[src/rtl/lsv_pkg.sv]
`default_nettype none
package lsv_pkg;

	localparam int DEPTH_MAX_DEF = 15;
	localparam int QDEPTH_DEF    = 2;

	// character kinds found by the front stage
	typedef logic [2:0] kind_t;
	localparam kind_t K_SPACE  = 3'd0;
	localparam kind_t K_TEXT   = 3'd1;
	localparam kind_t K_QUOTE  = 3'd2;
	localparam kind_t K_OPEN   = 3'd3;
	localparam kind_t K_CLOSE  = 3'd4;
	localparam kind_t K_COMMA  = 3'd5;
	localparam kind_t K_EQUALS = 3'd6;
	localparam kind_t K_BSLASH = 3'd7;

	// result character classes
	typedef logic [2:0] cls_t;
	localparam cls_t CLS_SPACE  = 3'd0;
	localparam cls_t CLS_SCALAR = 3'd1;
	localparam cls_t CLS_QUOTED = 3'd2;
	localparam cls_t CLS_OPEN   = 3'd3;
	localparam cls_t CLS_CLOSE  = 3'd4;
	localparam cls_t CLS_COMMA  = 3'd5;
	localparam cls_t CLS_EQUALS = 3'd6;

	typedef logic [3:0] err_t;
	localparam err_t ERR_NONE     = 4'd0;
	localparam err_t ERR_COMMA    = 4'd1;
	localparam err_t ERR_CLOSE    = 4'd2;
	localparam err_t ERR_ADJACENT = 4'd3;
	localparam err_t ERR_NOCOMMA  = 4'd4;
	localparam err_t ERR_CHAIN    = 4'd5;
	localparam err_t ERR_UNCLOSED = 4'd6;
	localparam err_t ERR_QUOTE    = 4'd7;
	localparam err_t ERR_OVERFLOW = 4'd8;

	// one classified beat travelling from front to back
	typedef struct packed {
		kind_t kind;
		logic  last_char;
	} item_t;

	typedef struct packed {
		logic full;
		logic empty;
	} q_stat_t;

endpackage
`default_nettype wire

[src/rtl/lsv_if.sv]
`default_nettype none
interface lsv_char_if;
	logic       valid;
	logic       ready;
	logic [7:0] ch;
	logic       last_char;

	modport source(output valid, ch, last_char, input ready);
	modport sink(input valid, ch, last_char, output ready);
endinterface

interface lsv_res_if;
	logic       valid;
	logic       ready;
	logic [2:0] char_class;
	logic       token_start;
	logic [3:0] depth;
	logic [3:0] error_code;
	logic       done_res;

	modport source(output valid, char_class, token_start, depth, error_code, done_res,
		input ready);
	modport sink(input valid, char_class, token_start, depth, error_code, done_res,
		output ready);
endinterface
`default_nettype wire

[src/rtl/lsv_front.sv]
`default_nettype none
module lsv_front (
	lsv_char_if.sink       chars,
	input  lsv_pkg::q_stat_t stat,
	output logic           push,
	output lsv_pkg::item_t wdata
);
	import lsv_pkg::*;

	kind_t kind;

	always_comb begin
		case (chars.ch) inside
			8'd32, [8'd9:8'd13]: kind = K_SPACE;
			8'd40:               kind = K_OPEN;
			8'd41:               kind = K_CLOSE;
			8'd44:               kind = K_COMMA;
			8'd61:               kind = K_EQUALS;
			8'd34:               kind = K_QUOTE;
			8'd92:               kind = K_BSLASH;
			default:             kind = K_TEXT;
		endcase
	end

	assign chars.ready     = !stat.full;
	assign push            = chars.valid && !stat.full;
	assign wdata.kind      = kind;
	assign wdata.last_char = chars.last_char;

endmodule
`default_nettype wire

[src/rtl/lsv_queue.sv]
`default_nettype none
module lsv_queue #(
	parameter int QDEPTH = lsv_pkg::QDEPTH_DEF
) (
	input  logic             clk,
	input  logic             arst_n,
	input  logic             push,
	input  lsv_pkg::item_t   wdata,
	input  logic             pop,
	output lsv_pkg::item_t   rdata,
	output lsv_pkg::q_stat_t stat
);
	import lsv_pkg::*;

	localparam int PW = (QDEPTH > 1) ? $clog2(QDEPTH) : 1;
	localparam int CW = $clog2(QDEPTH + 1);
	localparam logic [PW-1:0] PTR_LAST = PW'(QDEPTH - 1);
	localparam logic [CW-1:0] CNT_FULL = CW'(QDEPTH);

	item_t         mem [QDEPTH];
	logic [PW-1:0] wptr_q, rptr_q;
	logic [CW-1:0] count_q;

	always_ff @(posedge clk) begin
		if (push) mem[wptr_q] <= wdata;
	end

	always_ff @(posedge clk or negedge arst_n) begin
		if (!arst_n) begin
			wptr_q  <= '0;
			rptr_q  <= '0;
			count_q <= '0;
		end else begin
			if (push) wptr_q <= (wptr_q == PTR_LAST) ? '0 : wptr_q + 1'b1;
			if (pop) rptr_q <= (rptr_q == PTR_LAST) ? '0 : rptr_q + 1'b1;
			if (push && !pop) count_q <= count_q + 1'b1;
			else if (pop && !push) count_q <= count_q - 1'b1;
		end
	end

	assign rdata      = mem[rptr_q];
	assign stat.full  = (count_q == CNT_FULL);
	assign stat.empty = (count_q == '0);

endmodule
`default_nettype wire

[src/rtl/lsv_back.sv]
`default_nettype none
module lsv_back #(
	parameter int DEPTH_MAX = lsv_pkg::DEPTH_MAX_DEF
) (
	input  logic             clk,
	input  logic             arst_n,
	input  lsv_pkg::item_t   rdata,
	input  lsv_pkg::q_stat_t stat,
	output logic             pop,
	lsv_res_if.source        results
);
	import lsv_pkg::*;

	localparam int DW = $clog2(DEPTH_MAX + 1);
	localparam logic [DW-1:0] DMAX = DW'(DEPTH_MAX);

	localparam logic [1:0] MODE_IDLE   = 2'd0;
	localparam logic [1:0] MODE_SCALAR = 2'd1;
	localparam logic [1:0] MODE_QUOTE  = 2'd2;

	localparam logic [2:0] TK_START  = 3'd0;
	localparam logic [2:0] TK_SCALAR = 3'd1;
	localparam logic [2:0] TK_OPEN   = 3'd2;
	localparam logic [2:0] TK_CLOSE  = 3'd3;
	localparam logic [2:0] TK_COMMA  = 3'd4;
	localparam logic [2:0] TK_EQUALS = 3'd5;

	logic [1:0]    mode_q, mode_n;
	logic          esc_q, esc_n;
	logic [2:0]    lt_q, lt_n, blt_q, blt_n;
	logic [DW-1:0] dep_q, dep_n;
	err_t          err_q, err_n;

	cls_t          cls;
	logic          start;
	logic [2:0]    tk;
	err_t          code;
	logic [DW+3:0] dep_ext;

	logic       out_valid_q;
	cls_t       cls_q;
	logic       start_q;
	logic [3:0] depth_q;
	err_t       error_q;
	logic       done_q;

	// next beat moves on when the output register is free or being drained
	assign pop = !stat.empty && (!out_valid_q || results.ready);

	always_comb begin
		mode_n = mode_q;
		esc_n  = esc_q;
		cls    = CLS_SPACE;
		start  = 1'b0;
		tk     = TK_SCALAR;
		if (mode_q == MODE_QUOTE) begin
			cls = CLS_QUOTED;
			if (rdata.kind == K_QUOTE && !esc_q) mode_n = MODE_IDLE;
			esc_n = (rdata.kind == K_BSLASH);
		end else begin
			case (rdata.kind)
				K_SPACE: cls = CLS_SPACE;
				K_OPEN: begin
					cls = CLS_OPEN; tk = TK_OPEN; start = 1'b1; mode_n = MODE_IDLE;
				end
				K_CLOSE: begin
					cls = CLS_CLOSE; tk = TK_CLOSE; start = 1'b1; mode_n = MODE_IDLE;
				end
				K_COMMA: begin
					cls = CLS_COMMA; tk = TK_COMMA; start = 1'b1; mode_n = MODE_IDLE;
				end
				K_EQUALS: begin
					cls = CLS_EQUALS; tk = TK_EQUALS; start = 1'b1; mode_n = MODE_IDLE;
				end
				K_QUOTE: begin
					if (mode_q == MODE_IDLE) begin
						cls = CLS_QUOTED; start = 1'b1; mode_n = MODE_QUOTE; esc_n = 1'b0;
					end else begin
						cls = CLS_SCALAR;
					end
				end
				default: begin
					cls = CLS_SCALAR;
					if (mode_q == MODE_IDLE) begin
						start  = 1'b1;
						mode_n = MODE_SCALAR;
					end
				end
			endcase
		end

		// rule checks against the depth and tokens before this one
		if (dep_q == '0 && tk == TK_COMMA) code = ERR_COMMA;
		else if (dep_q == '0 && tk == TK_CLOSE) code = ERR_CLOSE;
		else if (lt_q == TK_SCALAR && tk == TK_SCALAR) code = ERR_ADJACENT;
		else if (lt_q == TK_CLOSE && tk != TK_COMMA && tk != TK_CLOSE) code = ERR_NOCOMMA;
		else if (blt_q == TK_EQUALS && lt_q == TK_SCALAR && tk == TK_EQUALS) code = ERR_CHAIN;
		else code = ERR_NONE;

		err_n = err_q;
		dep_n = dep_q;
		lt_n  = lt_q;
		blt_n = blt_q;
		if (start) begin
			if (err_q == ERR_NONE) err_n = code;
			if (tk == TK_OPEN) begin
				if (dep_q >= DMAX) begin
					if (err_n == ERR_NONE) err_n = ERR_OVERFLOW;
				end else begin
					dep_n = dep_q + 1'b1;
				end
			end else if (tk == TK_CLOSE && dep_q != '0) begin
				dep_n = dep_q - 1'b1;
			end
			blt_n = lt_q;
			lt_n  = tk;
		end

		if (rdata.last_char && err_n == ERR_NONE) begin
			if (mode_n == MODE_QUOTE) err_n = ERR_QUOTE;
			else if (dep_n != '0) err_n = ERR_UNCLOSED;
		end

		dep_ext = {4'b0000, dep_n};
	end

	always_ff @(posedge clk or negedge arst_n) begin
		if (!arst_n) begin
			mode_q      <= MODE_IDLE;
			esc_q       <= 1'b0;
			lt_q        <= TK_START;
			blt_q       <= TK_START;
			dep_q       <= '0;
			err_q       <= ERR_NONE;
			out_valid_q <= 1'b0;
		end else begin
			if (pop) begin
				out_valid_q <= 1'b1;
				if (rdata.last_char) begin
					// label done, start the next one clean
					mode_q <= MODE_IDLE;
					esc_q  <= 1'b0;
					lt_q   <= TK_START;
					blt_q  <= TK_START;
					dep_q  <= '0;
					err_q  <= ERR_NONE;
				end else begin
					mode_q <= mode_n;
					esc_q  <= esc_n;
					lt_q   <= lt_n;
					blt_q  <= blt_n;
					dep_q  <= dep_n;
					err_q  <= err_n;
				end
			end else if (results.ready) begin
				out_valid_q <= 1'b0;
			end
		end
	end

	always_ff @(posedge clk) begin
		if (pop) begin
			cls_q   <= cls;
			start_q <= start;
			depth_q <= dep_ext[3:0];
			error_q <= err_n;
			done_q  <= rdata.last_char;
		end
	end

	assign results.valid       = out_valid_q;
	assign results.char_class  = cls_q;
	assign results.token_start = start_q;
	assign results.depth       = depth_q;
	assign results.error_code  = error_q;
	assign results.done_res    = done_q;

endmodule
`default_nettype wire

[src/rtl/label_syntax_validator_unit.sv]
`default_nettype none
// Label syntax validator: takes one label character per beat on chars (last_char marks the
// end of a label) and returns one result beat per character on results with its class,
// token start flag, scope depth and the first syntax error seen so far in this label.
// Sustained rate is one character per cycle while results is ready; each result is
// registered first in the classify queue and then in the output register, behind the
// combinational lexer and rule update in the back stage. The queue holds QDEPTH beats, so
// input keeps flowing for a while when results stalls. Lexer and rule state resets after
// the final character of a label. DEPTH_MAX sets the deepest allowed scope nesting.
module label_syntax_validator_unit #(
	parameter int DEPTH_MAX = lsv_pkg::DEPTH_MAX_DEF,
	parameter int QDEPTH    = lsv_pkg::QDEPTH_DEF
) (
	input  logic      clk,
	input  logic      arst_n,
	lsv_char_if.sink  chars,
	lsv_res_if.source results
);
	import lsv_pkg::*;

	logic    push, pop;
	item_t   wdata, rdata;
	q_stat_t stat;

	lsv_front u_front (
		.chars (chars),
		.stat  (stat),
		.push  (push),
		.wdata (wdata)
	);

	lsv_queue #(.QDEPTH(QDEPTH)) u_queue (
		.clk    (clk),
		.arst_n (arst_n),
		.push   (push),
		.wdata  (wdata),
		.pop    (pop),
		.rdata  (rdata),
		.stat   (stat)
	);

	lsv_back #(.DEPTH_MAX(DEPTH_MAX)) u_back (
		.clk     (clk),
		.arst_n  (arst_n),
		.rdata   (rdata),
		.stat    (stat),
		.pop     (pop),
		.results (results)
	);

	a_no_push_full: assert property (@(posedge clk) disable iff (!arst_n)
		chars.valid && chars.ready |-> !stat.full)
		else $error("beat accepted into a full queue");

	a_no_pop_empty: assert property (@(posedge clk) disable iff (!arst_n)
		pop |-> !stat.empty)
		else $error("pop from an empty queue");

	a_pop_fills_out: assert property (@(posedge clk) disable iff (!arst_n)
		pop |=> results.valid)
		else $error("popped beat did not reach the output register");

	a_clean_end: assert property (@(posedge clk) disable iff (!arst_n)
		results.valid && results.done_res && results.error_code == ERR_NONE
		|-> results.depth == 4'd0)
		else $error("label ended without error at nonzero depth");

	a_start_class: assert property (@(posedge clk) disable iff (!arst_n)
		results.valid && results.token_start |-> results.char_class != CLS_SPACE)
		else $error("token start on a space");

endmodule
`default_nettype wire
[src/flat_wrapper.sv]
// flat-port wrapper written by rule: the top's interface ports become plain ports
module label_syntax_validator_unit_flat import lsv_pkg::*;
#(
	parameter int DEPTH_MAX = lsv_pkg::DEPTH_MAX_DEF,
	parameter int QDEPTH    = lsv_pkg::QDEPTH_DEF
)
  (clk, arst_n, chars_valid, chars_ch, chars_last_char, chars_ready, results_valid, results_char_class, results_token_start, results_depth, results_error_code, results_done_res, results_ready);
  lsv_char_if chars_i ();
  lsv_res_if results_i ();
  input  logic clk;
  input  logic arst_n;
  input wire logic [$bits(chars_i.valid)-1:0] chars_valid;
  input wire logic [$bits(chars_i.ch)-1:0] chars_ch;
  input wire logic [$bits(chars_i.last_char)-1:0] chars_last_char;
  output wire logic [$bits(chars_i.ready)-1:0] chars_ready;
  output wire logic [$bits(results_i.valid)-1:0] results_valid;
  output wire logic [$bits(results_i.char_class)-1:0] results_char_class;
  output wire logic [$bits(results_i.token_start)-1:0] results_token_start;
  output wire logic [$bits(results_i.depth)-1:0] results_depth;
  output wire logic [$bits(results_i.error_code)-1:0] results_error_code;
  output wire logic [$bits(results_i.done_res)-1:0] results_done_res;
  input wire logic [$bits(results_i.ready)-1:0] results_ready;
  assign chars_i.valid = chars_valid;
  assign chars_i.ch = chars_ch;
  assign chars_i.last_char = chars_last_char;
  assign chars_ready = chars_i.ready;
  assign results_valid = results_i.valid;
  assign results_char_class = results_i.char_class;
  assign results_token_start = results_i.token_start;
  assign results_depth = results_i.depth;
  assign results_error_code = results_i.error_code;
  assign results_done_res = results_i.done_res;
  assign results_i.ready = results_ready;
  label_syntax_validator_unit #(.DEPTH_MAX(DEPTH_MAX), .QDEPTH(QDEPTH)) u_core (.clk(clk), .arst_n(arst_n), .chars(chars_i), .results(results_i));
endmodule
[config.mk]
export PLATFORM = sky130hd
export DESIGN_NAME = label_syntax_validator_unit_flat
export DESIGN_NICKNAME = d
export VERILOG_FILES = /design/src/rtl/lsv_pkg.sv /design/src/rtl/lsv_if.sv /design/src/rtl/lsv_front.sv /design/src/rtl/lsv_queue.sv /design/src/rtl/lsv_back.sv /design/src/rtl/label_syntax_validator_unit.sv /design/src/flat_wrapper.sv
export SDC_FILE = /design/constraint.sdc
export NUM_CORES = 1
export LEC_CHECK = 0
export BUFFER_PORTS_ARGS = -buffer_cell sky130_fd_sc_hd__clkbuf_2
export CORE_ASPECT_RATIO = 1.1
export CORE_MARGIN = 2
export CORE_UTILIZATION = 40
export CTS_CLUSTER_SIZE = 10
export DETAILED_ROUTE_END_ITERATION = 8
export HOLD_SLACK_MARGIN = 0.05
export PLACE_DENSITY_LB_ADDON = 0.08
export SYNTH_ARGS = -nofsm -noshare
export SYNTH_HDL_FRONTEND = slang
export SYNTH_SLANG_ARGS = --single-unit
[constraint.sdc]
create_clock -name clk -period 2.2 [get_ports clk]
set_input_delay 0.11 -clock clk [delete_from_list [all_inputs] [get_ports clk]]
set_output_delay 0.11 -clock clk [all_outputs]
set_load 0.05 [all_outputs]
# Word-level counts from Yosys, hierarchy flattened
# Memory sizes are Yosys's and may differ from the RTL's.
# Cells that the tools add are included.
# totals
mem_count	1
inputBits	13
output_inout_bits	15
ram_bits	8
reg_bits	35
elab_cells	147
# op_classes
n_lt_le_gt_ge	3
n_eq_ne	26
mux	56
n_reduce_logical	40
addsub	6
# memory_table
name	words	word_bits	rd	rd_clocked_by_memory_dff	write_ports	line	rtl
u_core.u_queue.mem	2	4	1	0	1	lsv_queue.sv:20	item_t mem [QDEPTH];
# ops
cell	n
$mux W4	15
$mux W3	17
$eq A8 B6 Y1 const B	6
$eq A3 B3 Y1 const B	7
$pmux W3 S6	1
$logic_not A4 Y1	4
$mux W2	8
$eq A3 B2 Y1 const B	5
$logic_and A1 B1 Y1	15
$mux W1	12
$pmux W3 S4	1
$eq A8 B7 Y1 const B	1
$ge A8 B4 Y1 const B	1
$le A8 B4 Y1 const B	1
$reduce_bool A4 Y1	2
$eq A2 B2 Y1 const B	3
$eq A3 B1 Y1 const B	2
$logic_not A1 Y1	6
$pmux W2 S3	1
$reduce_bool A2 Y1	3
$reduce_bool A3 Y1	2
$add A4 B1 Y4 const B	1
$ge A4 B4 Y1 const B	1
$logic_not A2 Y1	2
13 further kinds	14

# Logic depth before layout (Yosys ltp)
# An unclocked memory read counts as a cell.
# logic_depth
ltp_word	22
mapped_depth	9
ltp_nobuf	9

# Cells and area by module
# A second synthesis with hierarchy kept.
# unflattened
cells_unflattened	232
hier_area_um2	2487.4
# by_module_without_submodules
mod	instances	area_per_inst_um2	cells_per_inst
lsv_back	1	1810.5	175
lsv_queue	1	474.2	28
lsv_front	1	202.7	29

# Worst setup path before layout
# No wires, ideal clock.
# synth_path
path_kind	register to register
from	register u_core.u_back.dep_q[0]
to	register u_core.u_back.error_q[1] (netlist: u_core.u_back.results.error_code[1]), data pin
setup_ns	0.260
arrival_time_ns	2.069
synth_period_minus_slack_ns	2.329
stages_incl_launch_ff	9
setup_slack_ns	-0.129
required_time_ns	1.940
path_cell_list	dfrtp_1 ha_1 or2_2 a2111oi_1 a21oi_1 o21ai_0 o211ai_1 nor4_4 o31ai_1
# synth_between
elab_chain_len	14
# synth_rtl
element	line	rtl
from (decl)	lsv_back.sv:31	logic [DW-1:0] dep_q, dep_n;
from (signal assigned)	lsv_back.sv:152	dep_q <= dep_n;
$logic_not A4 Y1	lsv_back.sv:93, lsv_back.sv:94	
$logic_and A1 B1 Y1	lsv_back.sv:94	else if (dep_q == '0 && tk == TK_CLOSE) code = ERR_CLOSE;
$mux W3	lsv_back.sv:94	
$mux W3	lsv_back.sv:93	if (dep_q == '0 && tk == TK_COMMA) code = ERR_COMMA;
$mux W4	lsv_back.sv:105	if (err_q == ERR_NONE) err_n = code;
$mux W4	lsv_back.sv:104	if (start) begin
$logic_not A4 Y1	lsv_back.sv:108	if (err_n == ERR_NONE) err_n = ERR_OVERFLOW;
$mux W4	lsv_back.sv:108	
$mux W4	lsv_back.sv:107	if (dep_q >= DMAX) begin
$mux W4	lsv_back.sv:106	if (tk == TK_OPEN) begin
$mux W4	lsv_back.sv:104	
$mux W4 or $logic_not A4 Y1 (tied branches)	lsv_back.sv:121, lsv_back.sv:119	
$mux W4 or $logic_and A1 B1 Y1 (tied branches)	lsv_back.sv:120, lsv_back.sv:119	
$mux W4 (*)	lsv_back.sv:119	if (rdata.last_char && err_n == ERR_NONE) begin
via u_core.u_back.err_n[1]	lsv_back.sv:32	err_t err_q, err_n;
to (signal assigned)	lsv_back.sv:166	error_q <= err_n;
to (decl)	lsv_back.sv:44	err_t error_q;
# Mark *: on every way through the listed nets, which the timed path passes. The rest lies on a longest branch. The select of a mux whose other input is x is not followed.
# A chain may end at the register's enable or synchronous reset.

# Final worst setup path
# layout_path
from	register u_core.u_queue.rptr_q
to	register u_core.u_back.error_q[1] (netlist: u_core.u_back.results.error_code[1]), data pin
# layout_between
elab_chain_len	21
# layout_rtl
element	line	rtl
from (decl)	lsv_queue.sv:21	logic [PW-1:0] wptr_q, rptr_q;
from (signal assigned)	lsv_queue.sv:35	if (pop) rptr_q <= (rptr_q == PTR_LAST) ? '0 : rptr_q + 1'b1;
$mem_v2 Z2 W4 (*)	-	
$eq A3 B3 Y1 or $eq A3 B2 Y1 (tied branches)	lsv_back.sv:61	case (rdata.kind)
$pmux W3 S4	lsv_back.sv:61	
$mux W3	lsv_back.sv:56	if (mode_q == MODE_QUOTE) begin
$eq A3 B3 Y1 or $ne A3 B3 Y1 (tied branches)	lsv_back.sv:97, lsv_back.sv:96	
$logic_and A1 B1 Y1 (on tied branches)	lsv_back.sv:97, lsv_back.sv:96	
$mux W3 or $logic_and A1 B1 Y1 (tied branches)	lsv_back.sv:97, lsv_back.sv:96	
$mux W3	lsv_back.sv:96	else if (lt_q == TK_CLOSE && tk != TK_COMMA && tk != TK_CLOSE) code = ERR_NOCOMMA;
(+6 left out)	-	
$mux W4	lsv_back.sv:108	
$mux W4	lsv_back.sv:107	
$mux W4	lsv_back.sv:106	
$mux W4	lsv_back.sv:104	
$mux W4 or $logic_not A4 Y1 (tied branches)	lsv_back.sv:121, lsv_back.sv:119	
$mux W4 or $logic_and A1 B1 Y1 (tied branches)	lsv_back.sv:120, lsv_back.sv:119	
$mux W4 (*)	lsv_back.sv:119	
via u_core.u_back.err_n[1]	lsv_back.sv:32	
# Marks and branches as above.

==> impl_results.md <==
* Outcome: finished, violations left
* Violations in the final reports: setup timing
* Critical path cell sequence: buf_6 -> mux2i_4 -> buf_4 -> nor4_4 -> nor3_2 -> nand3b_1 -> a31oi_4 -> nand4bb_4 -> o31ai_1
* Clk buf depth at 2
* Post-detailed-route wirelength per cell at 15.2 um
* Number of I/O pins at 28
* Number of pins with negative max-slew slack in the final report at 0
* Synthesized area divided by synthesized cell count at 10.7 um^2
* Period utilisation layout at 104%
* Standby leakage power at 1.45 nW
* Most used DFF post-synth: sky130_fd_sc_hd__dfrtp_1
* Yosys top cell area share at 24.6%
* Horizontal die dimension at 80.3 um
* Detail Placement HPWL at 4.71 mm
* Die footprint at 7060 um^2
* Warnings from Yosys at 0
* Core occupancy in the finished layout at 55.9%
* Final-report hold violation count at 0
* Share of cells above drive strength 1 at 40.5%
* Most common cell after layout, fill and taps aside: sky130_fd_sc_hd__buf_4
* Number of flops mapped to enable cells by yosys at 21
* Headroom to the max-slew limit at 61.4%
* Final worst clock skew at 0.00845 ns
* All-Layer GR Usage at 19.0%
* Global-route wire length before repair at 10.3 mm
* Arrival @ worst endpoint at 2.43 ns
* Number of nets in the finished design at 341
* Maximum vdd ir drop at 653 uV
* Clock tree from TritonCTS: yes
* Summed area of non-filler cells in the final layout at 3460 um^2
* Post-detailed-route DRC marker count at 0
* Kind of capture point of the worst setup path: flop
* Via count normalized by instance count at 5.37
* Delay of the slowest cell on the worst path at 0.48 ns
* Total vias in the final route at 2182
* Antenna cells at 0
* Highest fanout seen on the critical path at 8
* Number of register bits inferred by synthesis at 43
* Type of the most critical hold path: in -> reg
* Floorplan core area at 6190 um^2
* Data required time of the worst path at 2.33 ns
* Total wire length after detailed routing at 6.17 mm
* Effective utilization at floorplan at 41.4%
* Detailed Route Iter0 Violations at 72
* Number of nets still failing antenna checks after routing at 0
* Largest net degree at the start of global routing at 23
* Number of global-route vias before repair at 2199
* Max-cap viol count at 0
* CP startpoint kind: flop
* Worst-skew pair later-pin latency at 0.30 ns
* Cell type contributing the most total cell area after synthesis: sky130_fd_sc_hd__edfxtp_1
* Register area share after synthesis at 46.1%
* Number of standard cells after synthesis at 239
* Fraction of registers with async set or reset after synthesis at 51.2%
* DIE HEIGHT at 87.9 um
* Clk pin slew, worst setup/hold paths at 0.09 ns
* Worst setup slack after layout at -0.0946 ns
* Number of clock sinks seen by CTS at 43
* Slew at the pin closest to its max-slew limit at 0.579 ns
* RePlAce Congestion at 0.853
* Synth top area cells: sky130_fd_sc_hd__edfxtp_1 25%, sky130_fd_sc_hd__dfrtp_1 21%, sky130_fd_sc_hd__nor2_1 3.7%
* Synth Net Count at 255
* Post-detailed-placement cell area at 3210 um^2
* Area added between synthesis and finish at 35.3%
* CP Class: reg -> reg
* H-tree depth at 2
* Number of rows in the core area at 30
* Overflow left after global routing at 0
* Final count of negative-setup-slack endpoints at 3
* Min Clock Period, post-route at 2.29 ns
* Layout filler cell count at 575
* Setup repair after global routing missed its margin: true
* Slowest cell on crit path: sky130_fd_sc_hd__dfrtp_2
* Clock root buffer: sky130_fd_sc_hd__clkbuf_8
* Pre-CTS setup slack at -0.193 ns
* Initial antenna violation count at 0
* Power density relative to cell area at 1560 nW/um^2
* Combined area of all synthesized cells at 2560 um^2
* Number of input and output port buffers inserted at 27
* Length of the first detailed-routing pass in iterations at 5
* Count of distinct cell types in the synthesized netlist at 67
* Fmax at 0.436 GHz
* Number of clock buffers inserted by TritonCTS at 5
* Commonest cells after routing, fill and taps aside: 52 x sky130_fd_sc_hd__buf_4, 27 x sky130_fd_sc_hd__clkbuf_2, 25 x sky130_fd_sc_hd__nor2_1
* FF-to-FF setup slack at -0.09 ns
==> sequential cells by signal, indices dropped and copies added, names as in the netlist <==
register / cells
u_core.u_back.esc_q: 1
u_core.u_back.results.done_res: 1
u_core.u_queue.count_q: 2
u_core.u_back.blt_q: 3
u_core.u_back.results.depth: 4
u_core.u_back.results.char_class: 3
u_core.u_back.err_q: 4
u_core.u_back.results.valid: 1
u_core.u_back.mode_q: 2
u_core.u_queue.wptr_q: 1
u_core.u_back.dep_q: 4
u_core.u_back.results.token_start: 1
u_core.u_queue.mem: 8
u_core.u_back.lt_q: 3
u_core.u_back.results.error_code: 4
u_core.u_queue.rptr_q: 1
==> worst max-delay path, delay by kind of cell, from the launching register on <==
kind | cells | cell delay, ns
muxes | 1 | 0.35
DFF | 1 | 0.48
and+or+nand+nor | 4 | 0.53
AOI/OAI and AO/OA | 2 | 0.46
buffers and inverters | 2 | 0.32
==> final cells by class <==
class	count	area (um^2)	share of cell area [%]
Clock buffer	5	68.8	1.99
Sequential cell	43	1180	34.1
Timing Repair Buffer	89	636	18.3
Tap cell	80	100	2.89
Multi-Input combinational cell	177	1430	41.2
Clock inverter	3	17.5	0.506
Inverter	9	33.8	0.975
==> final timing paths <==
check / start / to / cells after the start
setup / recovery: u_core.u_queue.rptr_q / u_core.u_back.results.error_code[1] / 9
hold / removal: results_ready / u_core.u_back.results.valid / 3
setup reg to reg: u_core.u_queue.rptr_q / u_core.u_back.results.error_code[1] / 9
hold reg to reg: u_core.u_back.results.valid / u_core.u_back.results.valid / 2
max in group asynchronous: arst_n / u_core.u_queue.rptr_q / 2
min in group asynchronous: arst_n / u_core.u_back.dep_q[1] / 2
==> synth_stat cells, types with 4 or more instances <==
library cell               count
sky130_fd_sc_hd__nand2_1      13
sky130_fd_sc_hd__nor2_1       25
sky130_fd_sc_hd__nand3_1       6
sky130_fd_sc_hd__o21ai_0      13
sky130_fd_sc_hd__nand3b_1      5
sky130_fd_sc_hd__nand2b_1      4
sky130_fd_sc_hd__nor3_1        9
sky130_fd_sc_hd__edfxtp_1     21
sky130_fd_sc_hd__clkbuf_1      5
sky130_fd_sc_hd__dfrtp_1      22
sky130_fd_sc_hd__a21oi_1      14
sky130_fd_sc_hd__o31ai_1       4
sky130_fd_sc_hd__inv_1         8
sky130_fd_sc_hd__nor2b_1       4
sky130_fd_sc_hd__o211ai_1      5
sky130_fd_sc_hd__a22o_1        7
sky130_fd_sc_hd__xnor2_1       4
==> logic make-up (layout without fill, tap and decap cells) <==
group | Yosys count | count (layout) | share of synthesized area [%]
fa+ha+maj | 3 | 3 | 1.47
xor+xnor | 8 | 8 | 3.03
simple gates | 87 | 87 | 20.6
compound gates | 71 | 71 | 20.7
mux | 8 | 8 | 4.54
buf+inv | 19 | 106 | 3.52
flops | 43 | 43 | 46.1
==> per-layer routing <==
layer | global-route usage (%) | share of wire, % | up-vias
li1 | - | - | 1080
met1 | 22.0 | 42 | 1049
met2 | 35.2 | 53 | 46
met3 | 3.40 | 3.3 | 7
met4 | 6.47 | 1.6 | 0
met5 | 0 | 0 | -
==> timing repair <==
| item | CTS | global route |
|---|---|---|
| gates cloned | 0 | 0 |
| setup endpoints to repair | 12 | 19 |
| pin swaps | 5 | 7 |
| gates resized for setup | 12 | 14 |
| endpoints found under the hold margin | 24 | 0 |
| hold buffers | 2 | 0 |
| setup buffers | 2 | 2 |
==> per-stage QoR <==
step / power (W) / hold WS, ns / cells / TNS, ns
finish: 0.00541 / 0.0640 / 406 / -0.249
global route: 0.00578 / 0.0914 / 406 / -0.953
CTS: 0.00533 / 0.0589 / 404 / -0.285
detailed placement: 0.00467 / 0.139 / 392 / -1.08
global placement: 0.00465 / 0.139 / 392 / -0.861
floorplan: 0.00359 / -0.186 / 239 / 0
==> where the power goes <==
group / switching (W) / total, W / internal, W
clock network: 0.000282 / 0.000505 / 0.000223
registers: 0.000227 / 0.00146 / 0.00124
logic: 0.00196 / 0.00345 / 0.00149
total: 0.00246 / 0.00541 / 0.00295
No activity file was read; power rests on OpenSTA's default activity.
